## config.mk

```make
export PLATFORM = sky130hd
export DESIGN_NAME = convex_polygon_span_generator_unit
export DESIGN_NICKNAME = d
export VERILOG_FILES = /design/src/hw/rtl/cpsg_pkg.sv /design/src/hw/rtl/convex_polygon_span_generator_unit.sv
export SDC_FILE = /design/constraint.sdc
export NUM_CORES = 2
export LEC_CHECK = 0
export BUFFER_PORTS_ARGS = -buffer_cell sky130_fd_sc_hd__buf_2
export CORE_UTILIZATION = 38
export DETAILED_ROUTE_END_ITERATION = 12
export HOLD_SLACK_MARGIN = 0.02
export SYNTH_ARGS = -nofsm -noshare
export SYNTH_HDL_FRONTEND = slang
export SYNTH_SLANG_ARGS = --single-unit
```

## constraint.sdc

```tcl
create_clock -name clk -period 12.35 [get_ports clk]
set_input_delay 1.8525 -clock clk [delete_from_list [all_inputs] [get_ports clk]]
set_output_delay 1.8525 -clock clk [all_outputs]
set_load 0.05 [all_outputs]
```

## src/hw/rtl/cpsg_pkg.sv

```systemverilog
// Package for the convex polygon span generator.
// Holds the request codes, default parameter values and fixed widths.
// No dependencies.
package cpsg_pkg;

  localparam int DEF_MAX_VERTICES    = 16;
  localparam int DEF_COORD_FRAC_BITS = 4;

  // Request kinds carried on in_tuser.
  localparam logic OP_LOAD = 1'b0;
  localparam logic OP_SPAN = 1'b1;

  localparam int COORD_W = 16;  // vertex coordinate width
  localparam int EDGE_W  = 32;  // Q16.16 edge x and slope width
  localparam int SPAN_W  = 12;  // span output field width
  localparam int IN_DATA_W  = 32;
  localparam int OUT_DATA_W = 40;

endpackage

```

## src/hw/rtl/convex_polygon_span_generator_unit.sv

```systemverilog
// Convex polygon span generator, top level.
// Depends on cpsg_pkg for request codes, widths and parameter defaults.

// Usage: send vertices of a convex counterclockwise polygon as load requests
// (in_tuser = 0, x in in_tdata[15:0], y in in_tdata[31:16], both signed with
// COORD_FRAC_BITS fraction bits) and mark the final one with in_tlast. Every
// span request (in_tuser = 1) then returns one result: the next scanline span
// from the lowest vertex upward, or a done result (out_tlast = 1, span fields
// zero) once no scanline remains or when no polygon is closed. A load returns
// nothing. Each time the walk has to enter a new edge, the block steps to the
// next vertex and reads the vertex pair, forms slope = dx/dy in the shared
// radix-2 restoring divider, and then saturates the slope, does the offset
// multiply and forms the final x. Edges that cross no scanline skip the divider
// and the multiply. The input is not ready while a request is being worked on,
// and a finished result that waits in the output register holds off a new
// request until the consumer takes it; the request can be taken in the same
// cycle as that result.
module convex_polygon_span_generator_unit #(
  parameter int MAX_VERTICES    = cpsg_pkg::DEF_MAX_VERTICES,
  parameter int COORD_FRAC_BITS = cpsg_pkg::DEF_COORD_FRAC_BITS
) (
  input  logic                            clk,
  input  logic                            rst_n,
  input  logic                            in_tvalid,
  output logic                            in_tready,
  // [15:0] vertex_x, [31:16] vertex_y
  input  logic [cpsg_pkg::IN_DATA_W-1:0]  in_tdata,
  // [0] opcode
  input  logic                            in_tuser,
  input  logic                            in_tlast,
  output logic                            out_tvalid,
  input  logic                            out_tready,
  // [11:0] span_row, [23:12] span_first_x, [35:24] span_end_x, [39:36] zero
  output logic [cpsg_pkg::OUT_DATA_W-1:0] out_tdata,
  // [0] span_nonempty
  output logic                            out_tuser,
  // polygon_done
  output logic                            out_tlast
);
  import cpsg_pkg::*;

  localparam int IW    = (MAX_VERTICES > 1) ? $clog2(MAX_VERTICES) : 1;
  localparam int CW    = $clog2(MAX_VERTICES + 1);
  localparam int FRAC  = COORD_FRAC_BITS;
  localparam int ROW_W = 17 - COORD_FRAC_BITS;
  localparam int PROD_W = 51;

  localparam logic [3:0] S_IDLE  = 4'd0;
  localparam logic [3:0] S_CHECK = 4'd1;
  localparam logic [3:0] S_LWALK = 4'd2;
  localparam logic [3:0] S_RWALK = 4'd3;
  localparam logic [3:0] S_READ  = 4'd4;
  localparam logic [3:0] S_DIV   = 4'd5;
  localparam logic [3:0] S_SLOPE = 4'd6;
  localparam logic [3:0] S_MUL   = 4'd7;
  localparam logic [3:0] S_XFIN  = 4'd8;

  localparam logic SIDE_LEFT  = 1'b0;
  localparam logic SIDE_RIGHT = 1'b1;

  localparam logic signed [PROD_W-1:0] SAT_MAX = 51'sd2147483647;
  localparam logic signed [PROD_W-1:0] SAT_MIN = -51'sd2147483648;

  // Scanline of a vertex y: ceil(y / 2^FRAC).
  function automatic logic signed [ROW_W-1:0] row_of(input logic signed [COORD_W-1:0] y);
    logic signed [COORD_W:0] s;
    s = 17'(y) + 17'((1 << FRAC) - 1);
    return ROW_W'(s >>> FRAC);
  endfunction

  function automatic logic signed [EDGE_W-1:0] sat32(input logic signed [PROD_W-1:0] v);
    if (v > SAT_MAX) return 32'sh7FFF_FFFF;
    if (v < SAT_MIN) return 32'sh8000_0000;
    return v[EDGE_W-1:0];
  endfunction

  // Pixel ceiling of a Q16.16 value.
  function automatic logic signed [16:0] ceil16(input logic signed [EDGE_W-1:0] x);
    logic signed [EDGE_W:0] s;
    s = 33'(x) + 33'sh0FFFF;
    return 17'(s >>> 16);
  endfunction

  // Vertex memory.
  logic signed [COORD_W-1:0] mem_x [MAX_VERTICES];
  logic signed [COORD_W-1:0] mem_y [MAX_VERTICES];
  logic                      mem_we;
  logic [IW-1:0]             mem_waddr;
  logic                      rd_en;
  logic [IW-1:0]             rd_ta, rd_ba;
  logic signed [COORD_W-1:0] xt_r, yt_r, xb_r, yb_r;

  logic [3:0]                state_r, state_nxt;
  logic                      side_r, side_nxt;
  logic [CW-1:0]             count_r, count_nxt;
  logic [IW-1:0]             bottom_r, bottom_nxt;
  logic signed [COORD_W-1:0] lowest_r, lowest_nxt;
  logic [IW-1:0]             lidx_r, lidx_nxt, ridx_r, ridx_nxt;
  logic signed [ROW_W-1:0]   lend_r, lend_nxt, rend_r, rend_nxt, cur_r, cur_nxt;
  logic [CW-1:0]             edges_r, edges_nxt;
  logic signed [EDGE_W-1:0]  lx_r, lx_nxt, ls_r, ls_nxt, rx_r, rx_nxt, rs_r, rs_nxt;
  logic                      scan_r, scan_nxt, closed_r, closed_nxt;

  // Divider and multiplier datapath.
  logic [31:0]               dvd_r, dvd_nxt;
  logic [15:0]               rem_r, rem_nxt, dvs_r, dvs_nxt;
  logic [4:0]                cnt_r, cnt_nxt;
  logic                      neg_r, neg_nxt;
  logic signed [EDGE_W-1:0]  slope_r, slope_nxt;
  logic signed [PROD_W-1:0]  prod_r, prod_nxt;

  logic                      out_valid_r, out_valid_nxt;
  logic [SPAN_W-1:0]         o_row_r, o_row_nxt, o_fx_r, o_fx_nxt, o_ex_r, o_ex_nxt;
  logic                      o_ne_r, o_ne_nxt, o_done_r, o_done_nxt;

  logic                      accept;
  logic signed [COORD_W-1:0] in_x, in_y;
  logic [CW-1:0]             count_base;
  logic signed [ROW_W-1:0]   er;
  logic signed [COORD_W:0]   dx, dy;
  logic [COORD_W:0]          adx;
  logic [16:0]               trial;
  logic signed [17:0]        off;
  logic signed [PROD_W-1:0]  xsum;
  logic signed [16:0]        cl_l, cl_r;
  logic signed [EDGE_W-1:0]  xres;
  logic                      emit_span, emit_done;

  assign in_tready = (state_r == S_IDLE) && (!out_valid_r || out_tready);
  assign accept    = in_tvalid && in_tready;
  assign in_x      = in_tdata[15:0];
  assign in_y      = in_tdata[31:16];

  assign out_tvalid = out_valid_r;
  assign out_tdata  = {4'b0, o_ex_r, o_fx_r, o_row_r};
  assign out_tuser  = o_ne_r;
  assign out_tlast  = o_done_r;

  always_ff @(posedge clk) begin
    if (mem_we) begin
      mem_x[mem_waddr] <= in_x;
      mem_y[mem_waddr] <= in_y;
    end
    if (rd_en) begin
      xt_r <= mem_x[rd_ta];
      yt_r <= mem_y[rd_ta];
      xb_r <= mem_x[rd_ba];
      yb_r <= mem_y[rd_ba];
    end
  end

  always_comb begin
    state_nxt  = state_r;    side_nxt   = side_r;
    count_nxt  = count_r;    bottom_nxt = bottom_r;   lowest_nxt = lowest_r;
    lidx_nxt   = lidx_r;     ridx_nxt   = ridx_r;
    lend_nxt   = lend_r;     rend_nxt   = rend_r;     cur_nxt    = cur_r;
    edges_nxt  = edges_r;
    lx_nxt     = lx_r;       ls_nxt     = ls_r;       rx_nxt     = rx_r;
    rs_nxt     = rs_r;
    scan_nxt   = scan_r;     closed_nxt = closed_r;
    dvd_nxt    = dvd_r;      rem_nxt    = rem_r;      dvs_nxt    = dvs_r;
    cnt_nxt    = cnt_r;      neg_nxt    = neg_r;
    slope_nxt  = slope_r;    prod_nxt   = prod_r;
    mem_we     = 1'b0;
    count_base = closed_r ? '0 : count_r;
    mem_waddr  = count_base[IW-1:0];
    rd_en      = 1'b0;
    rd_ta      = lidx_r;
    rd_ba      = lidx_r;
    emit_span  = 1'b0;
    emit_done  = 1'b0;
    er         = row_of(yt_r);
    dx         = 17'(xt_r) - 17'(xb_r);
    dy         = 17'(yt_r) - 17'(yb_r);
    adx        = dx[COORD_W] ? 17'(-dx) : 17'(dx);
    trial      = {rem_r, dvd_r[31]} - {1'b0, dvs_r};
    off        = (18'(cur_r) <<< FRAC) - 18'(yb_r);
    xsum       = (PROD_W'(xb_r) <<< (16 - FRAC)) + (prod_r >>> FRAC);
    xres       = sat32(xsum);
    cl_l       = ceil16(lx_r);
    cl_r       = ceil16(rx_r);

    case (state_r)
      S_IDLE: begin
        if (accept && in_tuser == OP_LOAD) begin
          if (closed_r) begin
            closed_nxt = 1'b0;
            scan_nxt   = 1'b0;
          end
          if (count_base < CW'(MAX_VERTICES)) begin
            mem_we = 1'b1;
            if (count_base == '0 || in_y < lowest_r) begin
              lowest_nxt = in_y;
              bottom_nxt = count_base[IW-1:0];
            end
            count_nxt = count_base + 1'b1;
          end else begin
            count_nxt = count_base;
          end
          if (in_tlast) begin
            closed_nxt = 1'b1;
            scan_nxt   = 1'b1;
            edges_nxt  = count_nxt;
            lidx_nxt   = bottom_nxt;
            ridx_nxt   = bottom_nxt;
            cur_nxt    = row_of(lowest_nxt);
            lend_nxt   = row_of(lowest_nxt);
            rend_nxt   = row_of(lowest_nxt);
          end
        end else if (accept) begin
          if (scan_r) state_nxt = S_CHECK;
          else        emit_done = 1'b1;
        end
      end
      S_CHECK: begin
        if (cur_r < lend_r && cur_r < rend_r) begin
          emit_span = 1'b1;
          cur_nxt   = cur_r + 1'b1;
          lx_nxt    = sat32(PROD_W'(lx_r) + PROD_W'(ls_r));
          rx_nxt    = sat32(PROD_W'(rx_r) + PROD_W'(rs_r));
          state_nxt = S_IDLE;
        end else if (edges_r == '0 || count_r == '0) begin
          scan_nxt  = 1'b0;
          emit_done = 1'b1;
          state_nxt = S_IDLE;
        end else begin
          state_nxt = S_LWALK;
        end
      end
      S_LWALK: begin
        if (lend_r <= cur_r && edges_r != '0) begin
          edges_nxt = edges_r - 1'b1;
          lidx_nxt  = (lidx_r == '0) ? IW'(count_r - 1'b1) : lidx_r - 1'b1;
          rd_en     = 1'b1;
          rd_ta     = lidx_nxt;
          rd_ba     = lidx_r;
          side_nxt  = SIDE_LEFT;
          state_nxt = S_READ;
        end else begin
          state_nxt = S_RWALK;
        end
      end
      S_RWALK: begin
        if (rend_r <= cur_r && edges_r != '0) begin
          edges_nxt = edges_r - 1'b1;
          ridx_nxt  = (CW'(ridx_r) == count_r - 1'b1) ? '0 : ridx_r + 1'b1;
          rd_en     = 1'b1;
          rd_ta     = ridx_nxt;
          rd_ba     = ridx_r;
          side_nxt  = SIDE_RIGHT;
          state_nxt = S_READ;
        end else begin
          state_nxt = S_CHECK;
        end
      end
      S_READ: begin
        if (side_r == SIDE_LEFT) lend_nxt = er;
        else                     rend_nxt = er;
        if (er > cur_r) begin
          if (dy > 0) begin
            neg_nxt   = dx[COORD_W];
            dvd_nxt   = {adx[15:0], 16'b0};
            dvs_nxt   = dy[15:0];
            rem_nxt   = '0;
            cnt_nxt   = 5'd31;
            state_nxt = S_DIV;
          end else begin
            slope_nxt = '0;
            state_nxt = S_MUL;
          end
        end else begin
          state_nxt = (side_r == SIDE_LEFT) ? S_LWALK : S_RWALK;
        end
      end
      S_DIV: begin
        // One quotient bit per cycle; the quotient shifts in behind the dividend.
        if (!trial[16]) rem_nxt = trial[15:0];
        else            rem_nxt = {rem_r[14:0], dvd_r[31]};
        dvd_nxt = {dvd_r[30:0], !trial[16]};
        cnt_nxt = cnt_r - 1'b1;
        if (cnt_r == '0) state_nxt = S_SLOPE;
      end
      S_SLOPE: begin
        if (!neg_r) slope_nxt = dvd_r[31] ? 32'sh7FFF_FFFF : $signed(dvd_r);
        else        slope_nxt = (dvd_r > 32'h8000_0000) ? 32'sh8000_0000 : $signed(-dvd_r);
        state_nxt = S_MUL;
      end
      S_MUL: begin
        prod_nxt  = PROD_W'(slope_r) * PROD_W'(off);
        state_nxt = S_XFIN;
      end
      S_XFIN: begin
        if (side_r == SIDE_LEFT) begin
          lx_nxt    = xres;
          ls_nxt    = slope_r;
          state_nxt = S_LWALK;
        end else begin
          rx_nxt    = xres;
          rs_nxt    = slope_r;
          state_nxt = S_RWALK;
        end
      end
      default: state_nxt = S_IDLE;
    endcase
  end

  // Output register: holds a result until the consumer takes it.
  always_comb begin
    out_valid_nxt = out_valid_r && !out_tready;
    o_row_nxt = o_row_r;  o_fx_nxt = o_fx_r;  o_ex_nxt = o_ex_r;
    o_ne_nxt  = o_ne_r;   o_done_nxt = o_done_r;
    if (emit_span) begin
      out_valid_nxt = 1'b1;
      o_row_nxt  = SPAN_W'(cur_r);
      o_fx_nxt   = cl_l[SPAN_W-1:0];
      o_ex_nxt   = cl_r[SPAN_W-1:0];
      o_ne_nxt   = cl_r > cl_l;
      o_done_nxt = 1'b0;
    end else if (emit_done) begin
      out_valid_nxt = 1'b1;
      o_row_nxt  = '0;
      o_fx_nxt   = '0;
      o_ex_nxt   = '0;
      o_ne_nxt   = 1'b0;
      o_done_nxt = 1'b1;
    end
  end

  always_ff @(posedge clk) begin
    if (!rst_n) begin
      state_r     <= S_IDLE;
      side_r      <= SIDE_LEFT;
      count_r     <= '0;
      bottom_r    <= '0;
      lowest_r    <= '0;
      lidx_r      <= '0;
      ridx_r      <= '0;
      lend_r      <= '0;
      rend_r      <= '0;
      cur_r       <= '0;
      edges_r     <= '0;
      lx_r        <= '0;
      ls_r        <= '0;
      rx_r        <= '0;
      rs_r        <= '0;
      scan_r      <= 1'b0;
      closed_r    <= 1'b0;
      cnt_r       <= '0;
      out_valid_r <= 1'b0;
    end else begin
      state_r     <= state_nxt;
      side_r      <= side_nxt;
      count_r     <= count_nxt;
      bottom_r    <= bottom_nxt;
      lowest_r    <= lowest_nxt;
      lidx_r      <= lidx_nxt;
      ridx_r      <= ridx_nxt;
      lend_r      <= lend_nxt;
      rend_r      <= rend_nxt;
      cur_r       <= cur_nxt;
      edges_r     <= edges_nxt;
      lx_r        <= lx_nxt;
      ls_r        <= ls_nxt;
      rx_r        <= rx_nxt;
      rs_r        <= rs_nxt;
      scan_r      <= scan_nxt;
      closed_r    <= closed_nxt;
      cnt_r       <= cnt_nxt;
      out_valid_r <= out_valid_nxt;
    end
  end

  always_ff @(posedge clk) begin
    dvd_r   <= dvd_nxt;
    rem_r   <= rem_nxt;
    dvs_r   <= dvs_nxt;
    neg_r   <= neg_nxt;
    slope_r <= slope_nxt;
    prod_r  <= prod_nxt;
    o_row_r <= o_row_nxt;
    o_fx_r  <= o_fx_nxt;
    o_ex_r  <= o_ex_nxt;
    o_ne_r  <= o_ne_nxt;
    o_done_r <= o_done_nxt;
  end

  // A new request is only taken by an idle sequencer.
  a_ready_idle: assert property (@(posedge clk) disable iff (!rst_n)
    in_tready |-> state_r == S_IDLE)
    else $error("input ready outside idle state");

  // The span check never finds a result still waiting in the output register.
  a_check_free: assert property (@(posedge clk) disable iff (!rst_n)
    state_r == S_CHECK |-> !out_valid_r)
    else $error("span produced over a pending result");

  // While a scan runs, the edge budget never exceeds the number of stored vertices.
  a_edges_bound: assert property (@(posedge clk) disable iff (!rst_n)
    scan_r |-> edges_r <= count_r)
    else $error("edge count above vertex count");

  // The divider always finishes into the slope saturation step.
  a_div_exit: assert property (@(posedge clk) disable iff (!rst_n)
    (state_r == S_DIV && cnt_r == '0) |=> state_r == S_SLOPE)
    else $error("divider exit lost");

endmodule

```

==> flow_summary_export.csv <==
group,metric,value,unit
pwr,p_int,13.3,mW
place,dp_hpwl,157000,um
place,dp_slack,1810,ps
sta,rsz0062_at_grt,"false",
clocking,htree_levels,3,
sta,drv_slew,0,
grt,grt_overflow_total,0,
critical_path,critPathKind,"reg -> reg",
clocking,insertion_delay,780,ps
logic_synthesis,syn_area_per_cell,9.45,um^2
sta,fin_crit_sh,85.6,%
run_status,status,"finished, final reports clean",
die,core_area,0.195,mm^2
job,maxCapViolCount,0,
logic_synthesis,synthXorXnorAreaFrac,2.95,%
logic_synthesis,synth_compound_area_share,15.1,%
grt,grt_pass1_wl,361000,um
routing,vias,60202,
clocking,hold_buffers,0,
pwr,power_leakage,33.9,nW
clocking,clk_pin_slew_worst_paths,70,ps
clocking,clockBufferDepth,3,
grt,grt_pass1_vias,59387,
logic_synthesis,seq_area_frac_synth,36.2,%
sta,layout_min_cycle_time,10570,ps
logic_synthesis,synthAdderAreaFrac,21.0,%
logic_synthesis,async_flop_share,0,%
hold_path,hold_path.class,"reg -> reg",
finish,fin_nets,8727,
logic_synthesis,synth.top_cell.area_share,30.3,%
sta,max_freq,94.6,MHz
critical_path,cp-end-kind,"flop",
die,die_y,446,um
logic_synthesis,synth_top_cell_by_area,"edfxtp_1",
logic_synthesis,synth_edf_count,756,
pwr,power,24.6,mW
sta,slew_headroom,11.9,%
sta,worst_slew_pin_slew,1310,ps
routing,wl,238000,um
critical_path,worstSetupStartpointType,"flop",
finish,area_delta_synth_final,9.31,%
routing,ant_nets,0,
finish,multi_input_area,0.0433,mm^2
place,gp_congestion,0.937,
clocking,cts_setup_buffers,0,
pwr,ir_drop,727,uV
place,io_buffers,77,
critical_path,crit_top_cell,"fa_1",
pwr,combPwrFrac,68.3,%
sta,fin_hold_ws,463,ps
routing,via_per_inst,5.74,
pwr,powerDensity,301,mW/mm^2
pwr,switchingPower,11.3,mW
sta,finalSetupViolCount,0,
pwr,clockPowerShare,13.3,%
finish,final_cell_area,0.0818,mm^2
finish,drive_above_1_share,6.22,%
logic_synthesis,yosys-top-cells-area,"edfxtp_1, fa_1, nand2_1, ha_1, dfxtp_1",
die,initial_core_util,38.3,%
critical_path,crit_family,"compound AO/OA/AOI/OAI gates",
critical_path,path_max_fanout,18,
place,placed_cell_area,0.0782,mm^2
logic_synthesis,muxShareOfSynthArea,2.07,%
grt,track_usage,23.7,%
logic_synthesis,synth-seq-cells,975,
pwr,swShare,45.9,%
logic_synthesis,synth_top_family_by_area,"adder cells",
logic_synthesis,synthCells,7912,
finish,fillCellCount,18753,
clocking,cts_num_sinks,975,
sta,fin_skew,78.1,ps
die,rows,162,
grt,grt_max_degree,190,
logic_synthesis,synth.yosys.warnings,0,
logic_synthesis,synthesis.area,0.0748,mm^2
critical_path,max_stage_delay,770,ps
clocking,cts_buffers,104,
logic_synthesis,synth_ff_type,"edfxtp_1",
sta,hold_viol_final,0,
die,fp.dieW,446,um
die,dieArea,0.199,mm^2
pwr,p_seq_share,18.4,%
critical_path,crit_arrival,11030,ps
clocking,clockRootBuffer,"clkbuf_16",
die,io_pins,82,
critical_path,crit_buf_inv,3,
routing,wl_per_cell,22.7,um
logic_synthesis,yosysUniqueCellTypes,87,
logic_synthesis,yosys.area_share.simple,16.1,%
sta,fin_tns_setup,0,ps
grt,antenna_found_initial,19,
critical_path,cp.required,12810,ps
routing,drtIter0Drc,6200,
finish,seqCellArea,0.0271,mm^2
clocking,cts_tree,"yes",
clocking,cts_resized,0,
sta,setup_ws,1780,ps
routing,drc,0,
critical_path,cp_slowest_cell,"xor2_2",
routing,first_pass_iters,6,
-- registers in the layout (all words and copies together), names as in the netlist, 32 cells and up --
signal,cells
rs_r,32
lx_r,32
mem_x,256
ls_r,32
prod_r,46
rx_r,32
slope_r,32
dvd_r,32
mem_y,256
-- path summary, 6_finish.rpt --
kind / from / endpoint / slack [ps] / depth (start not counted)
hold reg to reg: rs_r[29] / rs_r[29] / 460 / 2
setup / recovery: cur_r[0] / prod_r[43] / 1780 / 32
hold / removal: rs_r[29] / rs_r[29] / 460 / 2
setup reg to reg: cur_r[0] / prod_r[43] / 1780 / 32
-- cell families (layout without fill, tap and decap cells) --
| family | after synthesis | count (layout) |
|---|---|---|
| muxes | 155 | 155 |
| buffers and inverters | 1296 | 1238 |
| and+or+nand+nor | 2632 | 2632 |
| AOI/OAI and AO/OA | 1680 | 1680 |
| other | 1 | 10 |
| DFF | 975 | 975 |
| xor gates and xnor gates | 252 | 252 |
| adders and majority gates | 921 | 921 |
-- worst min-delay path: stages, from the launching register on --
cell and delay [ps]:
dfxtp_1 310, nand2_1 50, a21oi_1 50
-- cell usage after synthesis (all sizes together) (96+ instances only) --
master and n:
mux2i 155, edfxtp 756, inv 834, ha 362
nand2 1307, a21o 123, and2 210, a211oi 215
a31oi 101, and3 169, xnor2 164, fa 559
o21ai 241, clkbuf 419, a32o 96, dfxtp 219
a21oi 485, nand3 160, nor2 396
-- per-layer routing --
| layer | global-route usage (%) | vias up | part of all wire (%) |
|---|---|---|---|
| met5 | 0 | - | 0.058 |
| met4 | 9.28 | 20 | 3.9 |
| met3 | 3.74 | 511 | 7.8 |
| met2 | 38.0 | 2469 | 46 |
| met1 | 31.9 | 29961 | 42 |
| li1 | - | 27241 | - |
-- layout make-up --
class                      instances  area share (%)
sequential                       975            33.1
clock buffer                     128            3.37
clock inverter                    67           0.943
multi-input combinational       5644            53.0
inverter                         836            3.84
antenna                            6          0.0184
tap                             2624            4.02
timing repair buffer             207            1.73
-- power groups by stage --
stage                     sequential, mW  clock [mW]  combinational, mW
after floorplan                     4.62           0               12.7
after global placement              4.60           0               16.6
after detailed placement            4.60           0               16.7
after CTS                           4.53        3.34               16.8
after global routing                4.53        3.45               18.9
final                               4.53        3.28               16.8
-- placed cells by master, fill, tap and decap left out, types with 106 or more instances in the layout --
master,Yosys,final
nand2_1,1307,1305
inv_1,833,833
edfxtp_1,756,756
fa_1,559,559
a21oi_1,484,483
nor2_1,396,374
ha_1,362,361
o21ai_0,236,234
dfxtp_1,219,219
a211oi_1,215,215
and2_1,210,204
and3_1,166,166
nand3_1,160,159
xnor2_1,164,155
mux2i_1,155,152
buf_4,4,126
a21o_1,123,122
clkbuf_16,0,106
-- through the flow --
stage	util, %	std cells
after floorplan	-	7915
after global placement	40.1	10286
after detailed placement	40.1	10286
after CTS	41.9	10481
after global routing	41.9	10482
final	41.9	10487
No activity file was read; power rests on OpenSTA's default activity.
